<file path="config.mk">
export PLATFORM = sky130hd
export DESIGN_NAME = clipped_line_rasterizer_core_flat
export DESIGN_NICKNAME = d
export VERILOG_FILES = /design/src/clr_pkg.sv /design/src/clr_in_if.sv /design/src/clr_out_if.sv /design/src/clr_cfg.sv /design/src/clr_walker.sv /design/src/clipped_line_rasterizer_core.sv /design/src/flat_wrapper.sv
export SDC_FILE = /design/constraint.sdc
export NUM_CORES = 1
export LEC_CHECK = 0
export ABC_CLOCK_PERIOD_IN_PS = 8000
export BUFFER_PORTS_ARGS = -buffer_cell sky130_fd_sc_hd__buf_2
export CAP_MARGIN = 20
export CORE_ASPECT_RATIO = 0.5
export CORE_UTILIZATION = 50
export CTS_CLUSTER_DIAMETER = 80
export DETAILED_ROUTE_END_ITERATION = 8
export HOLD_SLACK_MARGIN = 0.06
export PLACE_DENSITY = 0.71
export SLEW_MARGIN = 20
export SYNTH_ARGS = -nofsm -noshare
export SYNTH_HDL_FRONTEND = slang
export SYNTH_SLANG_ARGS = --single-unit
</file>
<file path="constraint.sdc">
create_clock -name i_clk -period 8 [get_ports i_clk]
set_input_delay 1.6 -clock i_clk [delete_from_list [all_inputs] [get_ports i_clk]]
set_output_delay 1.6 -clock i_clk [all_outputs]
set_load 0.01 [all_outputs]
</file>
<file path="src/clr_pkg.sv">
// ----------------------------------------------------------------------------
// clr_pkg
// Shared widths, register indexes, codes and types of the clipped line
// rasterizer.
// ----------------------------------------------------------------------------
package clr_pkg;

    localparam int COORD_W  = 16;
    localparam int COLOR_W  = 16;
    localparam int DIM_W    = 15;
    localparam int DELTA_W  = COORD_W + 1;
    localparam int ERR_W    = DELTA_W + 1;
    localparam int CFG_IDX_W  = 2;
    localparam int CFG_DATA_W = DIM_W;

    // configuration register indexes
    localparam logic [CFG_IDX_W-1:0] CFG_SPRITE_WIDTH  = 2'd0;
    localparam logic [CFG_IDX_W-1:0] CFG_SPRITE_HEIGHT = 2'd1;
    localparam logic [CFG_IDX_W-1:0] CFG_WIDE_COLOR    = 2'd2;

    localparam logic [DIM_W-1:0] SPRITE_DIM_RESET = 15'd256;

    // item kinds
    localparam logic KIND_START = 1'b0;
    localparam logic KIND_TICK  = 1'b1;

    localparam logic [COLOR_W-1:0] COLOR_BYTE_MASK = 16'h00FF;

    typedef logic signed [COORD_W-1:0] t_coord;
    typedef logic [COLOR_W-1:0]        t_color;
    typedef logic [DIM_W-1:0]          t_dim;
    typedef logic [DELTA_W-1:0]        t_delta;
    typedef logic signed [ERR_W-1:0]   t_err;

    typedef struct packed {
        t_dim sprite_width;
        t_dim sprite_height;
        logic wide_color;
    } t_cfg;

    typedef struct packed {
        t_coord pixel_x;
        t_coord pixel_y;
        t_color pixel_color;
        logic   write_enable;
        logic   last;
    } t_pixel;

    typedef struct packed {
        logic busy;
        logic emit;
    } t_walk_stat;

endpackage

</file>
<file path="src/clr_in_if.sv">
// ----------------------------------------------------------------------------
// clr_in_if
// Input item channel: start or tick items with endpoints and color.
// ----------------------------------------------------------------------------
interface clr_in_if;
    logic            valid;
    logic            ready;
    logic            kind;
    clr_pkg::t_coord x_a;
    clr_pkg::t_coord y_a;
    clr_pkg::t_coord x_b;
    clr_pkg::t_coord y_b;
    clr_pkg::t_color pen_color;

    modport source (output valid, kind, x_a, y_a, x_b, y_b, pen_color, input ready);
    modport sink   (input valid, kind, x_a, y_a, x_b, y_b, pen_color, output ready);
endinterface

</file>
<file path="src/clr_out_if.sv">
// ----------------------------------------------------------------------------
// clr_out_if
// Pixel result channel: coordinates, color, write enable and last flag.
// ----------------------------------------------------------------------------
interface clr_out_if;
    logic            valid;
    logic            ready;
    clr_pkg::t_coord pixel_x;
    clr_pkg::t_coord pixel_y;
    clr_pkg::t_color pixel_color;
    logic            write_enable;
    logic            last;

    modport source (output valid, pixel_x, pixel_y, pixel_color, write_enable, last,
                    input ready);
    modport sink   (input valid, pixel_x, pixel_y, pixel_color, write_enable, last,
                    output ready);
endinterface

</file>
<file path="src/clr_cfg.sv">
// ----------------------------------------------------------------------------
// clr_cfg
// Configuration registers: sprite width, sprite height and color mode.
// ----------------------------------------------------------------------------
module clr_cfg (
    input  logic                             i_clk,
    input  logic                             i_rst_n,
    input  logic                             i_cfg_we,
    input  logic [clr_pkg::CFG_IDX_W-1:0]    i_cfg_idx,
    input  logic [clr_pkg::CFG_DATA_W-1:0]   i_cfg_data,
    output clr_pkg::t_cfg                    o_cfg
);
    import clr_pkg::*;

    t_cfg r_cfg;

    always_ff @(posedge i_clk) begin
        if (!i_rst_n) begin
            r_cfg.sprite_width  <= SPRITE_DIM_RESET;
            r_cfg.sprite_height <= SPRITE_DIM_RESET;
            r_cfg.wide_color    <= 1'b1;
        end else if (i_cfg_we) begin
            case (i_cfg_idx)
                CFG_SPRITE_WIDTH: begin
                    r_cfg.sprite_width <= i_cfg_data[DIM_W-1:0];
                end
                CFG_SPRITE_HEIGHT: begin
                    r_cfg.sprite_height <= i_cfg_data[DIM_W-1:0];
                end
                CFG_WIDE_COLOR: begin
                    r_cfg.wide_color <= i_cfg_data[0];
                end
                default: begin
                    // unused index, write ignored
                end
            endcase
        end
    end

    assign o_cfg = r_cfg;

endmodule

</file>
<file path="src/clr_walker.sv">
// ----------------------------------------------------------------------------
// clr_walker
// Line state and one Bresenham step: loads a line on start, forms the
// current pixel and, while busy, steps or ends the line on each accepted tick.
// ----------------------------------------------------------------------------
module clr_walker (
    input  logic                i_clk,
    input  logic                i_rst_n,
    input  logic                i_take,
    input  logic                i_kind,
    input  clr_pkg::t_coord     i_x_a,
    input  clr_pkg::t_coord     i_y_a,
    input  clr_pkg::t_coord     i_x_b,
    input  clr_pkg::t_coord     i_y_b,
    input  clr_pkg::t_color     i_pen_color,
    input  clr_pkg::t_cfg       i_cfg,
    output clr_pkg::t_pixel     o_pixel,
    output clr_pkg::t_walk_stat o_stat
);
    import clr_pkg::*;

    t_coord r_cur_x, r_cur_y, r_end_x, r_end_y;
    t_delta r_dx, r_dy;
    logic   r_sx_neg, r_sy_neg;
    t_err   r_err;
    t_color r_color;
    logic   r_busy;

    // start decode
    logic   swap;
    t_coord sx_a, sy_a, sx_b, sy_b;
    logic   x_lt, y_lt;
    t_delta start_dx, start_dy;
    t_err   start_err;

    assign swap = (i_x_a == i_x_b && i_y_a > i_y_b) || (i_y_a == i_y_b && i_x_a > i_x_b);
    assign sx_a = swap ? i_x_b : i_x_a;
    assign sy_a = swap ? i_y_b : i_y_a;
    assign sx_b = swap ? i_x_a : i_x_b;
    assign sy_b = swap ? i_y_a : i_y_b;
    assign x_lt = sx_a < sx_b;
    assign y_lt = sy_a < sy_b;

    assign start_dx = x_lt ? ({sx_b[COORD_W-1], sx_b} - {sx_a[COORD_W-1], sx_a})
                           : ({sx_a[COORD_W-1], sx_a} - {sx_b[COORD_W-1], sx_b});
    assign start_dy = y_lt ? ({sy_b[COORD_W-1], sy_b} - {sy_a[COORD_W-1], sy_a})
                           : ({sy_a[COORD_W-1], sy_a} - {sy_b[COORD_W-1], sy_b});
    assign start_err = t_err'({1'b0, start_dx} - {1'b0, start_dy});

    // step
    logic signed [ERR_W:0] e2, neg_dy, pos_dx, sub_dy, add_dx, err_sum;
    logic   step_x, step_y, fin, in_bounds;
    t_coord n_cur_x, n_cur_y;

    assign e2     = {r_err, 1'b0};
    assign pos_dx = $signed({2'b00, r_dx});
    assign neg_dy = -$signed({2'b00, r_dy});
    assign step_x = e2 > neg_dy;
    assign step_y = e2 < pos_dx;
    assign sub_dy = step_x ? $signed({2'b00, r_dy}) : '0;
    assign add_dx = step_y ? pos_dx : '0;
    assign err_sum = {r_err[ERR_W-1], r_err} - sub_dy + add_dx;

    assign n_cur_x = !step_x ? r_cur_x : (r_sx_neg ? r_cur_x - t_coord'(1) : r_cur_x + t_coord'(1));
    assign n_cur_y = !step_y ? r_cur_y : (r_sy_neg ? r_cur_y - t_coord'(1) : r_cur_y + t_coord'(1));

    assign fin = (r_cur_x == r_end_x) && (r_cur_y == r_end_y);

    // nonnegative coordinates fit in the sprite dimension width
    assign in_bounds = !r_cur_x[COORD_W-1] && !r_cur_y[COORD_W-1]
                    && (r_cur_x[DIM_W-1:0] < i_cfg.sprite_width)
                    && (r_cur_y[DIM_W-1:0] < i_cfg.sprite_height);

    always_ff @(posedge i_clk) begin
        if (!i_rst_n) begin
            r_busy <= 1'b0;
        end else if (i_take) begin
            if (i_kind == KIND_START) begin
                r_cur_x  <= sx_a;
                r_cur_y  <= sy_a;
                r_end_x  <= sx_b;
                r_end_y  <= sy_b;
                r_dx     <= start_dx;
                r_dy     <= start_dy;
                r_sx_neg <= !x_lt;
                r_sy_neg <= !y_lt;
                r_err    <= start_err;
                r_color  <= i_pen_color;
                r_busy   <= 1'b1;
            end else if (r_busy) begin
                if (fin) begin
                    r_busy <= 1'b0;
                end else begin
                    r_cur_x <= n_cur_x;
                    r_cur_y <= n_cur_y;
                    r_err   <= err_sum[ERR_W-1:0];
                end
            end
        end
    end

    assign o_pixel.pixel_x      = r_cur_x;
    assign o_pixel.pixel_y      = r_cur_y;
    assign o_pixel.pixel_color  = i_cfg.wide_color ? r_color : (r_color & COLOR_BYTE_MASK);
    assign o_pixel.write_enable = in_bounds;
    assign o_pixel.last         = fin;

    assign o_stat.busy = r_busy;
    assign o_stat.emit = r_busy && (i_kind == KIND_TICK);

endmodule

</file>
<file path="src/clipped_line_rasterizer_core.sv">
// ----------------------------------------------------------------------------
// clipped_line_rasterizer_core
// Bresenham line walker with sprite clipping, one pixel per tick item while a line is active.
//
//   channel   dir   handshake       payload
//   i_item    in    valid/ready     kind, x_a, y_a, x_b, y_b, pen_color
//   o_pixel   out   valid/ready     pixel_x, pixel_y, pixel_color, write_enable, last
//   i_cfg_*   in    write enable    register index, data (no read-back)
//
// One item per clock unless a stalled pixel holds the output. A tick while a
// line is active shows its pixel in the cycle after the transfer, from the
// output register; the line state is updated in the same cycle, so the next tick can follow at once.
// Every item, start or tick, waits while the output register is full and
// its pixel is stalled; it is taken in the cycle the pixel drains.
// Reset is synchronous; it leaves the walker idle and the output empty.
// ----------------------------------------------------------------------------
module clipped_line_rasterizer_core (
    input  logic                           i_clk,
    input  logic                           i_rst_n,
    clr_in_if.sink                         i_item,
    clr_out_if.source                      o_pixel,
    input  logic                           i_cfg_we,
    input  logic [clr_pkg::CFG_IDX_W-1:0]  i_cfg_idx,
    input  logic [clr_pkg::CFG_DATA_W-1:0] i_cfg_data
);
    import clr_pkg::*;

    t_cfg       cfg;
    t_pixel     pix;
    t_walk_stat stat;
    logic       take;

    t_pixel     r_pix;
    logic       r_out_valid;

    // an output slot is free when empty or being drained this cycle
    assign i_item.ready = !r_out_valid || o_pixel.ready;
    assign take         = i_item.valid && i_item.ready;

    clr_cfg u_cfg (
        .i_clk      (i_clk),
        .i_rst_n    (i_rst_n),
        .i_cfg_we   (i_cfg_we),
        .i_cfg_idx  (i_cfg_idx),
        .i_cfg_data (i_cfg_data),
        .o_cfg      (cfg)
    );

    clr_walker u_walker (
        .i_clk       (i_clk),
        .i_rst_n     (i_rst_n),
        .i_take      (take),
        .i_kind      (i_item.kind),
        .i_x_a       (i_item.x_a),
        .i_y_a       (i_item.y_a),
        .i_x_b       (i_item.x_b),
        .i_y_b       (i_item.y_b),
        .i_pen_color (i_item.pen_color),
        .i_cfg       (cfg),
        .o_pixel     (pix),
        .o_stat      (stat)
    );

    always_ff @(posedge i_clk) begin
        if (!i_rst_n) begin
            r_out_valid <= 1'b0;
        end else if (take && stat.emit) begin
            r_out_valid <= 1'b1;
            r_pix       <= pix;
        end else if (o_pixel.ready) begin
            r_out_valid <= 1'b0;
        end
    end

    assign o_pixel.valid        = r_out_valid;
    assign o_pixel.pixel_x      = r_pix.pixel_x;
    assign o_pixel.pixel_y      = r_pix.pixel_y;
    assign o_pixel.pixel_color  = r_pix.pixel_color;
    assign o_pixel.write_enable = r_pix.write_enable;
    assign o_pixel.last         = r_pix.last;

`ifndef ASSERT_OFF
    a_start_busy: assert property (@(posedge i_clk) disable iff (!i_rst_n)
        (take && i_item.kind == KIND_START) |=> stat.busy)
        else $error("start transfer did not make the walker busy");

    a_last_idle: assert property (@(posedge i_clk) disable iff (!i_rst_n)
        (take && stat.emit && pix.last) |=> !stat.busy)
        else $error("walker still busy after the last pixel");

    a_idle_tick_silent: assert property (@(posedge i_clk) disable iff (!i_rst_n)
        (take && i_item.kind == KIND_TICK && !stat.busy && !r_out_valid) |=> !r_out_valid)
        else $error("tick while idle produced a pixel");

    a_pixel_kept: assert property (@(posedge i_clk) disable iff (!i_rst_n)
        (r_out_valid && !o_pixel.ready) |=> (r_out_valid && $stable(r_pix)))
        else $error("stalled pixel lost or changed");
`endif

endmodule

</file>
<file path="src/flat_wrapper.sv">
// flat-port wrapper written by rule: the top's interface ports become plain ports
module clipped_line_rasterizer_core_flat import clr_pkg::*;
  (i_clk, i_rst_n, i_cfg_we, i_cfg_idx, i_cfg_data, i_item_valid, i_item_kind, i_item_x_a, i_item_y_a, i_item_x_b, i_item_y_b, i_item_pen_color, i_item_ready, o_pixel_valid, o_pixel_pixel_x, o_pixel_pixel_y, o_pixel_pixel_color, o_pixel_write_enable, o_pixel_last, o_pixel_ready);
  clr_in_if i_item_i ();
  clr_out_if o_pixel_i ();
  input  logic i_clk;
  input  logic i_rst_n;
  input  logic i_cfg_we;
  input  logic [clr_pkg::CFG_IDX_W-1:0] i_cfg_idx;
  input  logic [clr_pkg::CFG_DATA_W-1:0] i_cfg_data;
  input wire logic [$bits(i_item_i.valid)-1:0] i_item_valid;
  input wire logic [$bits(i_item_i.kind)-1:0] i_item_kind;
  input wire logic [$bits(i_item_i.x_a)-1:0] i_item_x_a;
  input wire logic [$bits(i_item_i.y_a)-1:0] i_item_y_a;
  input wire logic [$bits(i_item_i.x_b)-1:0] i_item_x_b;
  input wire logic [$bits(i_item_i.y_b)-1:0] i_item_y_b;
  input wire logic [$bits(i_item_i.pen_color)-1:0] i_item_pen_color;
  output wire logic [$bits(i_item_i.ready)-1:0] i_item_ready;
  output wire logic [$bits(o_pixel_i.valid)-1:0] o_pixel_valid;
  output wire logic [$bits(o_pixel_i.pixel_x)-1:0] o_pixel_pixel_x;
  output wire logic [$bits(o_pixel_i.pixel_y)-1:0] o_pixel_pixel_y;
  output wire logic [$bits(o_pixel_i.pixel_color)-1:0] o_pixel_pixel_color;
  output wire logic [$bits(o_pixel_i.write_enable)-1:0] o_pixel_write_enable;
  output wire logic [$bits(o_pixel_i.last)-1:0] o_pixel_last;
  input wire logic [$bits(o_pixel_i.ready)-1:0] o_pixel_ready;
  assign i_item_i.valid = i_item_valid;
  assign i_item_i.kind = i_item_kind;
  assign i_item_i.x_a = i_item_x_a;
  assign i_item_i.y_a = i_item_y_a;
  assign i_item_i.x_b = i_item_x_b;
  assign i_item_i.y_b = i_item_y_b;
  assign i_item_i.pen_color = i_item_pen_color;
  assign i_item_ready = i_item_i.ready;
  assign o_pixel_valid = o_pixel_i.valid;
  assign o_pixel_pixel_x = o_pixel_i.pixel_x;
  assign o_pixel_pixel_y = o_pixel_i.pixel_y;
  assign o_pixel_pixel_color = o_pixel_i.pixel_color;
  assign o_pixel_write_enable = o_pixel_i.write_enable;
  assign o_pixel_last = o_pixel_i.last;
  assign o_pixel_i.ready = o_pixel_ready;
  clipped_line_rasterizer_core u_core (.i_clk(i_clk), .i_rst_n(i_rst_n), .i_item(i_item_i), .o_pixel(o_pixel_i), .i_cfg_we(i_cfg_we), .i_cfg_idx(i_cfg_idx), .i_cfg_data(i_cfg_data));
endmodule
</file>
=== After elaboration in Yosys (flattened, before gate mapping) ===
Cells that the tools add are included.
W data, S select, Z words.

* Bits of input ports: 103
* Register bits: 217
* Output and inout bits: 52

* Equal/unequal tests: 10
* Reduce and logical (&&, ||, !) cells: 26
* Multiplexer cells: 26
* Magnitude comparators: 8
* Add/sub/neg operators: 12
* Bitwise logic cells: 1

{| class="wikitable"
|+ Operators with widths
! cell !! count
|-
| $mux W16 || 14
|-
| $mux W17 || 4
|-
| $sub A16 B16 Y17 || 4
|-
| $eq A16 B16 Y1 || 4
|-
| $mux W18 || 3
|-
| $add A16 B2 Y16 const B || 2
|-
| $gt A16 B16 Y1 || 2
|-
| $lt A16 B16 Y1 || 2
|-
| $sub A16 B2 Y16 const B || 2
|-
| $lt A15 B15 Y1 || 2
|-
| $gt A19 B19 Y1 || 1
|-
| $lt A19 B18 Y1 || 1
|-
| $neg A17 Y19 || 1
|-
| $add A18 B17 Y18 || 1
|-
| $sub A17 B17 Y18 || 1
|-
| $sub A18 B18 Y18 || 1
|-
| $reduce_and A5 Y1 || 2
|-
| $logic_and A1 B1 Y1 || 9
|-
| $reduce_and A2 Y1 || 4
|-
| $ne A2 B1 Y1 const B || 3
|-
| $logic_not A1 Y1 || 5
|-
| $mux W1 || 5
|-
| $reduce_and A4 Y1 || 1
|-
| $reduce_and A3 Y1 || 1
|-
| 7 further kinds || 8
|}

=== Longest topological paths before layout ===
Gate-level depths: netlist of the first run.

* Word-level depth: 8
* Gate-level depth with buffers: 35

=== Cells and area by module ===
Synthesis of the first run repeated with hierarchy kept, for this count alone.

* Cells, all modules: 1906
* Area, all modules: 17379.2 um2

{| class="wikitable"
|+ Modules (own cells, without submodules)
! module !! seq. area each (um2) !! area an instance (um2) !! instances !! cells each
|-
| clr_walker || 4043.9 || 14584.0 || 1 || 1729
|-
| clipped_line_rasterizer_core || 1521.5 || 1565.3 || 1 || 56
|-
| clr_cfg || 620.6 || 1229.9 || 1 || 121
|}

=== Worst setup path before layout of the first run ===
Ideal clock, no wire load.

* Path type: input-to-reg
* Start: input i_item_y_b[7]
* End: register u_core.u_walker.r_err[15], data pin
* Path slack: -113 ps
* Data arrival time: 7842 ps
* Data required time: 7730 ps
* Stages: 30
* Cells stage by stage: inv_1 ha_1 buf_2 a2111oi_2 a31oi_2 nor3_2 o31a_1 buf_6 buf_6 buf_2 clkbuf_1 buf_2 buf_1 nand2_1 o22a_1 ha_1 o31a_1 o31a_1 a211oi_2 mux2i_1 a311oi_2 xnor2_1 ha_1 or3_1 o21ai_0 a211oi_1 o31a_1 or3_1 a21oi_1 a21oi_1

* Longest elaborated chain between the ends: 8
* Elaborated cells between the ends (all ways): 19
* Those cells by class: add/sub (5); order compare (3); eq/ne (1); mux (7); reduce/logical (3)

{| class="wikitable"
|+ RTL lines
! item !! line !! text
|-
| start, declared || flat_wrapper.sv:16 || <nowiki>input wire logic [$bits(i_item_i.y_b)-1:0] i_item_y_b;</nowiki>
|-
| $gt A16 B16 Y1 or $eq A16 B16 Y1 (tied branches) || clr_walker.sv:36 || <nowiki>assign swap = (i_x_a == i_x_b && i_y_a > i_y_b) || (i_y_a == i_y_b && i_x_a > i_x_b);</nowiki>
|-
| $logic_and A1 B1 Y1 || clr_walker.sv:36 ||
|-
| $logic_or A1 B1 Y1 || clr_walker.sv:36 ||
|-
| $mux W16 (on tied branches) || n/a ||
|-
| $sub A16 B16 Y17, or another cell as far along || clr_walker.sv:45 || <nowiki>: ({sx_a[COORD_W-1], sx_a} - {sx_b[COORD_W-1], sx_b});</nowiki>
|-
| $mux W17 (on tied branches) || clr_walker.sv:44, clr_walker.sv:46 ||
|-
| $sub A17 B17 Y18 (*) || clr_walker.sv:48 || <nowiki>assign start_err = t_err'({1'b0, start_dx} - {1'b0, start_dy});</nowiki>
|-
| $mux W18 (*) || clr_walker.sv:78 || <nowiki>if (i_kind == KIND_START) begin</nowiki>
|-
| end signal, assigned || clr_walker.sv:87 || <nowiki>r_err <= start_err;</nowiki>
|-
| end signal, assigned || clr_walker.sv:96 || <nowiki>r_err <= err_sum[ERR_W-1:0];</nowiki>
|-
| end, declared || clr_walker.sv:25 || <nowiki>t_err r_err;</nowiki>
|}

Mark *: on every way between the ends. The rest lies on a longest branch, timed or not.
A chain may end at the register's enable or synchronous reset.

=== Worst setup path in the final report of the first run ===
* Start: input i_item_x_b[15]
* End: register u_core.u_walker.r_err[15], data pin

* Longest elaborated chain between the ends: 8
* Elaborated cells between the ends (all ways): 19
* Those cells by class: add/sub (5); order compare (3); eq/ne (1); mux (7); reduce/logical (3)

{| class="wikitable"
|+ RTL lines
! item !! line !! text
|-
| start, declared || flat_wrapper.sv:15 || <nowiki>input wire logic [$bits(i_item_i.x_b)-1:0] i_item_x_b;</nowiki>
|-
| $gt A16 B16 Y1 or $eq A16 B16 Y1 (tied branches) || clr_walker.sv:36 ||
|-
| $logic_and A1 B1 Y1 || clr_walker.sv:36 ||
|-
| $logic_or A1 B1 Y1 || clr_walker.sv:36 ||
|-
| $mux W16 (on tied branches) || clr_walker.sv:37, clr_walker.sv:39 ||
|-
| $sub A16 B16 Y17, or another cell as far along || clr_walker.sv:45 ||
|-
| $mux W17 (*) || clr_walker.sv:44 || <nowiki>assign start_dx = x_lt ? ({sx_b[COORD_W-1], sx_b} - {sx_a[COORD_W-1], sx_a})</nowiki>
|-
| via u_core.u_walker.start_dx[3] || clr_walker.sv:33 || <nowiki>t_delta start_dx, start_dy;</nowiki>
|-
| $sub A17 B17 Y18 (*) || clr_walker.sv:48 ||
|-
| $mux W18 (*) || clr_walker.sv:78 ||
|}

Mark *: on every way through the listed nets, which the timed path passes. The rest lies on a longest branch.

==> results by group, run 1 <==
Worst setup path
  • Critical path's top delay family: compound AO/OA/AOI/OAI gates
  • Crit-path slowest cell: o31ai_2
  • CP Depth: 30
  • Reg-to-reg slack, setup: around 580 ps
  • FF-to-FF Start: u_core.u_walker.r_dy[0]
  • Crit path kind: in -> reg
  • Buf/Inv on CP: 7
  • Startpoint Class: primary input
  • Reg2reg end: u_core.u_walker.r_err[16]
  • CP arrival: ~8000 ps
  • Crit path max fanout: 10
  • CP most frequent cell: buf_4
  • Reg2reg path depth: 35
  • Worst setup EP type: register
  • CP max stage delay: roughly 660 ps
  • Req. time, crit path: 8260 ps

Pwr
  • Logic pwr share: 0.469
  • P_int: approximately 2900 uW
  • Peak supply drop: 0.000226 V
  • Power, Total: between 4000 and 5000 uW
  • Leak: around 0.0098 uW
  • Seq pwr share: 0.306
  • Pwr Density: 206 nW/um2
  • Switch Pwr: approximately 1700 uW
  • Switching Share: 0.377
  • Power share of the clock group: 0.225

STA
  • Slew margin rel.: 0.339
  • Setup TNS: 0 ps
  • RSZ-0062 raised after global routing: yes
  • Final Slew Violations: 0
  • Crit path time final: between 7000 and 8000 ps
  • Worst-Margin Slew: 991 ps
  • Clock skew: 22.2 ps
  • Period utilisation layout: 0.968
  • FMAX: approximately 0.13 GHz
  • Setup ws final: between 200 and 300 ps
  • Final Hold Fails: 0
  • Setup-failing EPs final: 0

Floorplanning
  • Die area: 37000 um2
  • Initial Utilization: 0.516
  • Cell row count: between 40 and 50
  • Die X: 271 um
  • Die extent in y: 136 um
  • # IOs: 155
  • Core area: ~35000 um2

Yosys
  • Mapped Cells: ~2000
  • Most common cell in the netlist: nand2_1
  • Yosys cell types: 99
  • Post-synth top cells: nand2_1, inv_1, edfxtp_1
  • Mapped Area: 18100 um2
  • Ys async rst share: 0
  • Syn avg cell area: 8.91 um2
  • YS warnings: 0
  • Register area share after synthesis: 0.342
  • Ys flop type: edfxtp_1
  • Area leader, netlist: edfxtp_1
  • Syn nets: roughly 2300
  • Synth top area cells: edfxtp_1, ha_1, nand2_1, inv_1, dfxtp_1
  • Synth Register Bits: approximately 220
  • EDFF count, synth: around 180
  • Area fraction of the dominant cell type after synthesis: 0.306

Job
  • Max Cap Violations: 0

CTS
  • Clock-pin transition on the worst setup and hold timing paths: 60 ps
  • CTS tree: yes
  • Clock Sinks: around 220
  • CTS H-tree depth: 1
  • CTS Root Cell: clkbuf_16
  • CTS buffer count: 22
  • Worst skew pair latency: ~550 ps
  • Clock Path Buffers: 3

Cells and area
  • Fin area: roughly 22000 um2
  • Syn-to-layout area delta: 23.7%
  • Layout Nets: approximately 2700
  • Layout cells sized above 1: 0.236
  • FILL cells: ~3000
  • Diode count: 0

Placement
  • Hpwl dp: about 49000 um
  • Pre-CTS setup slack: -365 ps
  • Area after DPL: 21500 um2
  • # port buffers: roughly 150
  • GP Congestion: 1.02

Drt
  • Wirelength per Cell: ~21 um
  • DRC Markers: 0
  • Total routed wirelength: around 62000 um
  • First-pass DRT Iterations: 5
  • Vias after detailed routing: between 15000 and 20000
  • DR iter-0 viols: 1861
  • Via density: 5.81
  • DRT antenna net count: 0

Min path
  • Worst hold stages: 0
  • Worst Hold Class: reg -> reg
  • Hold Crit Start: u_core.u_walker.r_color[1]
  • Hold Path End: u_core.o_pixel.pixel_color[1]

Global route
  • Total gr overflow: 0
  • First-pass GRT wire length: slightly above 90000 um
  • Largest net degree at the start of global routing: approximately 70
  • Vias in the first global route: between 15000 and 20000
  • Initial antenna violation count: 2
  • GRT Resource Usage Total: 0.329

Status
  • Outcome: completed
==> layout by cell type, fill, tap and decap left out, types with 25 or more instances in the layout <==
master / count
a211oi_1: 25
a21boi_0: 40
a21o_1: 36
a21oi_1: 103
and2_1: 42
buf_2: 154
buf_4: 329
dfxtp_1: 33
edfxtp_1: 184
ha_1: 161
inv_1: 199
mux2i_1: 33
nand2_1: 225
nand2b_1: 26
nand3_1: 63
nor2_1: 122
nor3_1: 44
o21a_1: 28
o21ai_0: 109
xnor2_1: 62
xor2_1: 58
==> through the flow <==
stage	util	instances	hold slack, ps
global route	0.639	2947	426
finish	0.639	2947	416
floorplan	-	2030	400
detailed placement	0.614	2898	405
CTS	0.634	2938	421
global placement	0.614	2898	400
==> layer usage <==
layer / up-vias / part of all wire / wire length [um] / global-route usage
li1: 8189 / - / - / -
met1: 8104 / 0.45 / 27800 / 0.482
met2: 763 / 0.42 / 25600 / 0.487
met3: 79 / 0.11 / 6710 / 0.0791
met4: 0 / 0.022 / 1370 / 0.0722
met5: - / 0 / 0 / 0
==> state kept, by name, summed over array words and instances (netlist names), 17 cells and up <==
| name | flops |
|---|---|
| u_core.u_walker.r_dx | 17 |
| u_core.u_walker.r_dy | 17 |
| u_core.u_walker.r_err | 18 |
| u_core.u_cfg.o_cfg | 31 |
==> power by group through the flow <==
stage | Clock (uW) | Sequential [uW] | Combinational [uW]
after floorplan | 0 | 1400 | 1340
after global placement | 0 | 1430 | 2050
after detailed placement | 0 | 1430 | 2080
after CTS | 1050 | 1410 | 2090
after global routing | 1090 | 1410 | 2380
final | 1040 | 1410 | 2160
==> worst max-delay path by stage <==
stage	from	slack [ps]	end
floorplan	i_item_y_b[14]	30	u_core.u_walker.r_err[15]
global placement	i_item_y_b[14]	-140	u_core.u_walker.r_err[16]
detailed placement	i_item_y_b[14]	-370	u_core.u_walker.r_err[14]
CTS	i_item_y_b[14]	160	u_core.u_walker.r_err[15]
global route	i_item_x_b[15]	-30	u_core.u_walker.r_err[15]
finish	i_item_x_b[15]	260	u_core.u_walker.r_err[15]
==> what timing repair did <==
item	in CTS	in global routing
setup endpoints to repair	0	8
hold buffers	0	0
gates resized for setup	0	30
setup buffers	0	7
==> kinds of logic (layout without fill, tap and decap cells) <==
family	Yosys count	count (layout)	synth area share
AND/OR/NAND/NOR	634	634	0.167
AO/OA/AOI/OAI	549	550	0.210
buffers and inverters	288	729	0.0659
flip-flops	217	217	0.342
adder cells (fa/ha/maj)	182	182	0.134
XOR/XNOR	120	120	0.0581
multiplexers	40	40	0.0229
==> worst register-to-register path, delay by kind of cell, from the launching register on <==
kind | cells | cell delay [ps]
AOI/OAI and AO/OA | 20 | 4160
adders and majority gates | 4 | 1350
buffers and inverters | 5 | 540
DFF | 1 | 480
and+or+nand+nor | 6 | 720
==> cell type report <==
class | count | area, um2 | share of cell area
Tap cell | 475 | 594 | 0.0266
Clock buffer | 27 | 589 | 0.0263
Inverter | 204 | 767 | 0.0343
Multi-Input combinational cell | 1526 | 10900 | 0.485
Sequential cell | 217 | 6190 | 0.276
Clock inverter | 13 | 109 | 0.00487
Timing Repair Buffer | 485 | 3270 | 0.146
(Power assumes the default switching activity.)
==> run 2: changes to the inputs <==
--- a/config.mk
+++ b/config.mk
@@ -5,7 +5,7 @@
 export SDC_FILE = /design/constraint.sdc
 export NUM_CORES = 1
 export LEC_CHECK = 0
-export ABC_CLOCK_PERIOD_IN_PS = 8000
+export ABC_CLOCK_PERIOD_IN_PS = 6420
 export BUFFER_PORTS_ARGS = -buffer_cell sky130_fd_sc_hd__buf_2
 export CAP_MARGIN = 20
 export CORE_ASPECT_RATIO = 0.5
==> constraint.sdc (replaced) <==
create_clock -name i_clk -period 6.42 [get_ports i_clk]
set_input_delay 1.284 -clock i_clk [delete_from_list [all_inputs] [get_ports i_clk]]
set_output_delay 1.284 -clock i_clk [all_outputs]
set_load 0.01 [all_outputs]
==> run 2 against run 1 <==
Effect of this change:
- largest power group unchanged
- final area grew 10%
- routed wire length grew 7.6%
- critical path depth grew 2
- the run now ends with negative setup slack left
- register-to-register slack lost 840 ps
- power grew 37%
- hold slack gained 2.8 ps
- highest routed layer unchanged
==> results by group, run 2 (synthesized netlist as in run 1, its figures left out) <==
Status
  • Outcome: finished with violations
  • Failing checks: negative setup slack

Floorplanning
  • Die X: about 270 um
  • Initial Utilization: 0.516
  • Core area: approximately 35000 um2
  • Cell row count: 48
  • Die extent in y: between 100 and 150 um
  • # IOs: between 150 and 200
  • Die area: 37000 um2

STA
  • Setup-failing EPs final: 10
  • Period utilisation layout: 1.09
  • Hold WS: around 420 ps
  • Crit path time final: 7020 ps
  • Setup ws final: -604 ps
  • Worst-Margin Slew: 1110 ps
  • Clock skew: ~23 ps
  • Final Slew Violations: 0
  • Final Hold Fails: 0
  • FMAX: 0.142 GHz
  • RSZ-0062 raised after global routing: yes
  • Slew margin rel.: 0.260

Placement
  • Area after DPL: ~23000 um2
  • Hpwl dp: approximately 51000 um
  • GP Congestion: 1.02
  • # port buffers: 154

CTS
  • Clock Sinks: about 220
  • Clock-pin transition on the worst setup and hold timing paths: about 70 ps
  • Worst skew pair latency: around 540 ps
  • CTS tree: yes
  • CTS buffer count: 21
  • CTS H-tree depth: 1
  • CTS Root Cell: clkbuf_16
  • Clock Path Buffers: 3

Global route
  • Largest net degree at the start of global routing: 64
  • GR Layer Usage met1: 0.478
  • Vias in the first global route: 17498
  • GRT Resource Usage Total: 0.347
  • First-pass GRT wire length: 97800 um
  • GR peak layer: met2
  • Total gr overflow: 0
  • Grt met2 use: 0.529
  • M3 GR Usage: 0.0917
  • Initial antenna violation count: 4

Cells and area
  • Layout Nets: slightly below 3000
  • Core Util, Final: 0.705
  • Syn-to-layout area delta: 36.5%
  • Commonest non-fill, non-tap cell in the layout: buf_4
  • Layout cells sized above 1: 0.334
  • Max reg flops: 31
  • Most frequent cells in the layout: buf_4, nand2_1, edfxtp_1
  • Fin area: 24700 um2

Drt
  • DRC Markers: 0
  • DR iter-0 viols: around 1800
  • Vias after detailed routing: ~18000
  • Wirelength per Cell: between 20 and 25 um
  • DRT antenna net count: 0
  • Total routed wirelength: 66200 um
  • First-pass DRT Iterations: 6
  • Via density: 5.81

Job
  • Max Cap Violations: 0

Worst setup path
  • Crit path max fanout: 4
  • Crit path kind: in -> reg
  • Startpoint Class: primary input
  • Worst setup EP type: register
  • Req. time, crit path: 6670 ps
  • CP max stage delay: between 500 and 600 ps
  • CP arrival: slightly above 7000 ps
  • Crit-path slowest cell: a2111oi_0

Pwr
  • Leak: about 0.011 uW
  • Peak supply drop: between 0.0003 and 0.0004 V
  • Pwr Density: 256 nW/um2
  • Power, Total: 6320 uW

Min path
  • Worst Hold Class: reg -> reg
[run 2: worst max-delay path, delay by kind of cell]
kind / cells / cell delay, ps
multiplexers: 1 / 300
adder cells (fa/ha/maj): 2 / 620
AND/OR/NAND/NOR: 2 / 530
XOR/XNOR: 1 / 180
buffers and inverters: 5 / 590
AO/OA/AOI/OAI: 21 / 3730
[run 2: area by class of cell]
cell class	instances	area [um2]
Fill cell	2758	10300
Inverter	204	787
Tap cell	475	594
Timing Repair Buffer	666	4830
Multi-Input combinational cell	1525	11600
Clock inverter	7	47.5
Antenna cell	1	2.50
Clock buffer	31	594
Sequential cell	217	6190
[run 2: final timing paths]
check	start	to	slack (ps)	cells past startpoint
worst max-delay path	i_item_x_b[15]	u_core.u_walker.r_err[15]	-600	32
worst min-delay path	u_core.u_walker.r_color[1]	u_core.o_pixel.pixel_color[1]	420	0
worst max register to register	u_core.u_walker.r_err[0]	u_core.u_walker.r_err[15]	-260	33
worst min register to register	u_core.u_walker.r_color[1]	u_core.o_pixel.pixel_color[1]	420	0
[run 2: per-stage QoR]
stage	setup TNS, ps	instances	setup WS (ps)
final	-4050	3126	-604
after CTS	-2110	3104	-413
after detailed placement	-12610	3038	-1370
after global placement	-10760	3038	-1200
after global routing	-5510	3125	-745
after floorplan	-4070	2030	-705
[run 2: where the power goes]
group / leakage, uW / internal [uW] / switching (uW)
Combinational: 0.00856 / 1640 / 1720
Sequential: 0.00195 / 1670 / 73.6
Clock: 0.000316 / 649 / 566
Total: 0.0108 / 3960 / 2360
[run 2: layer usage]
metal	vias up	share of wire
li1	8539	-
met1	8658	0.44
met2	821	0.42
met3	141	0.10
met4	0	0.035
met5	-	0
[run 2: repair_timing]
action | 4_1_cts | 5_1_grt
setup endpoints to repair | 10 | 13
setup buffers | 31 | 22
hold buffers | 0 | 0
pin swaps | 67 | 64
cloned | 0 | 0
endpoints found under the hold margin | 0 | 0
gates resized for setup | 116 | 96
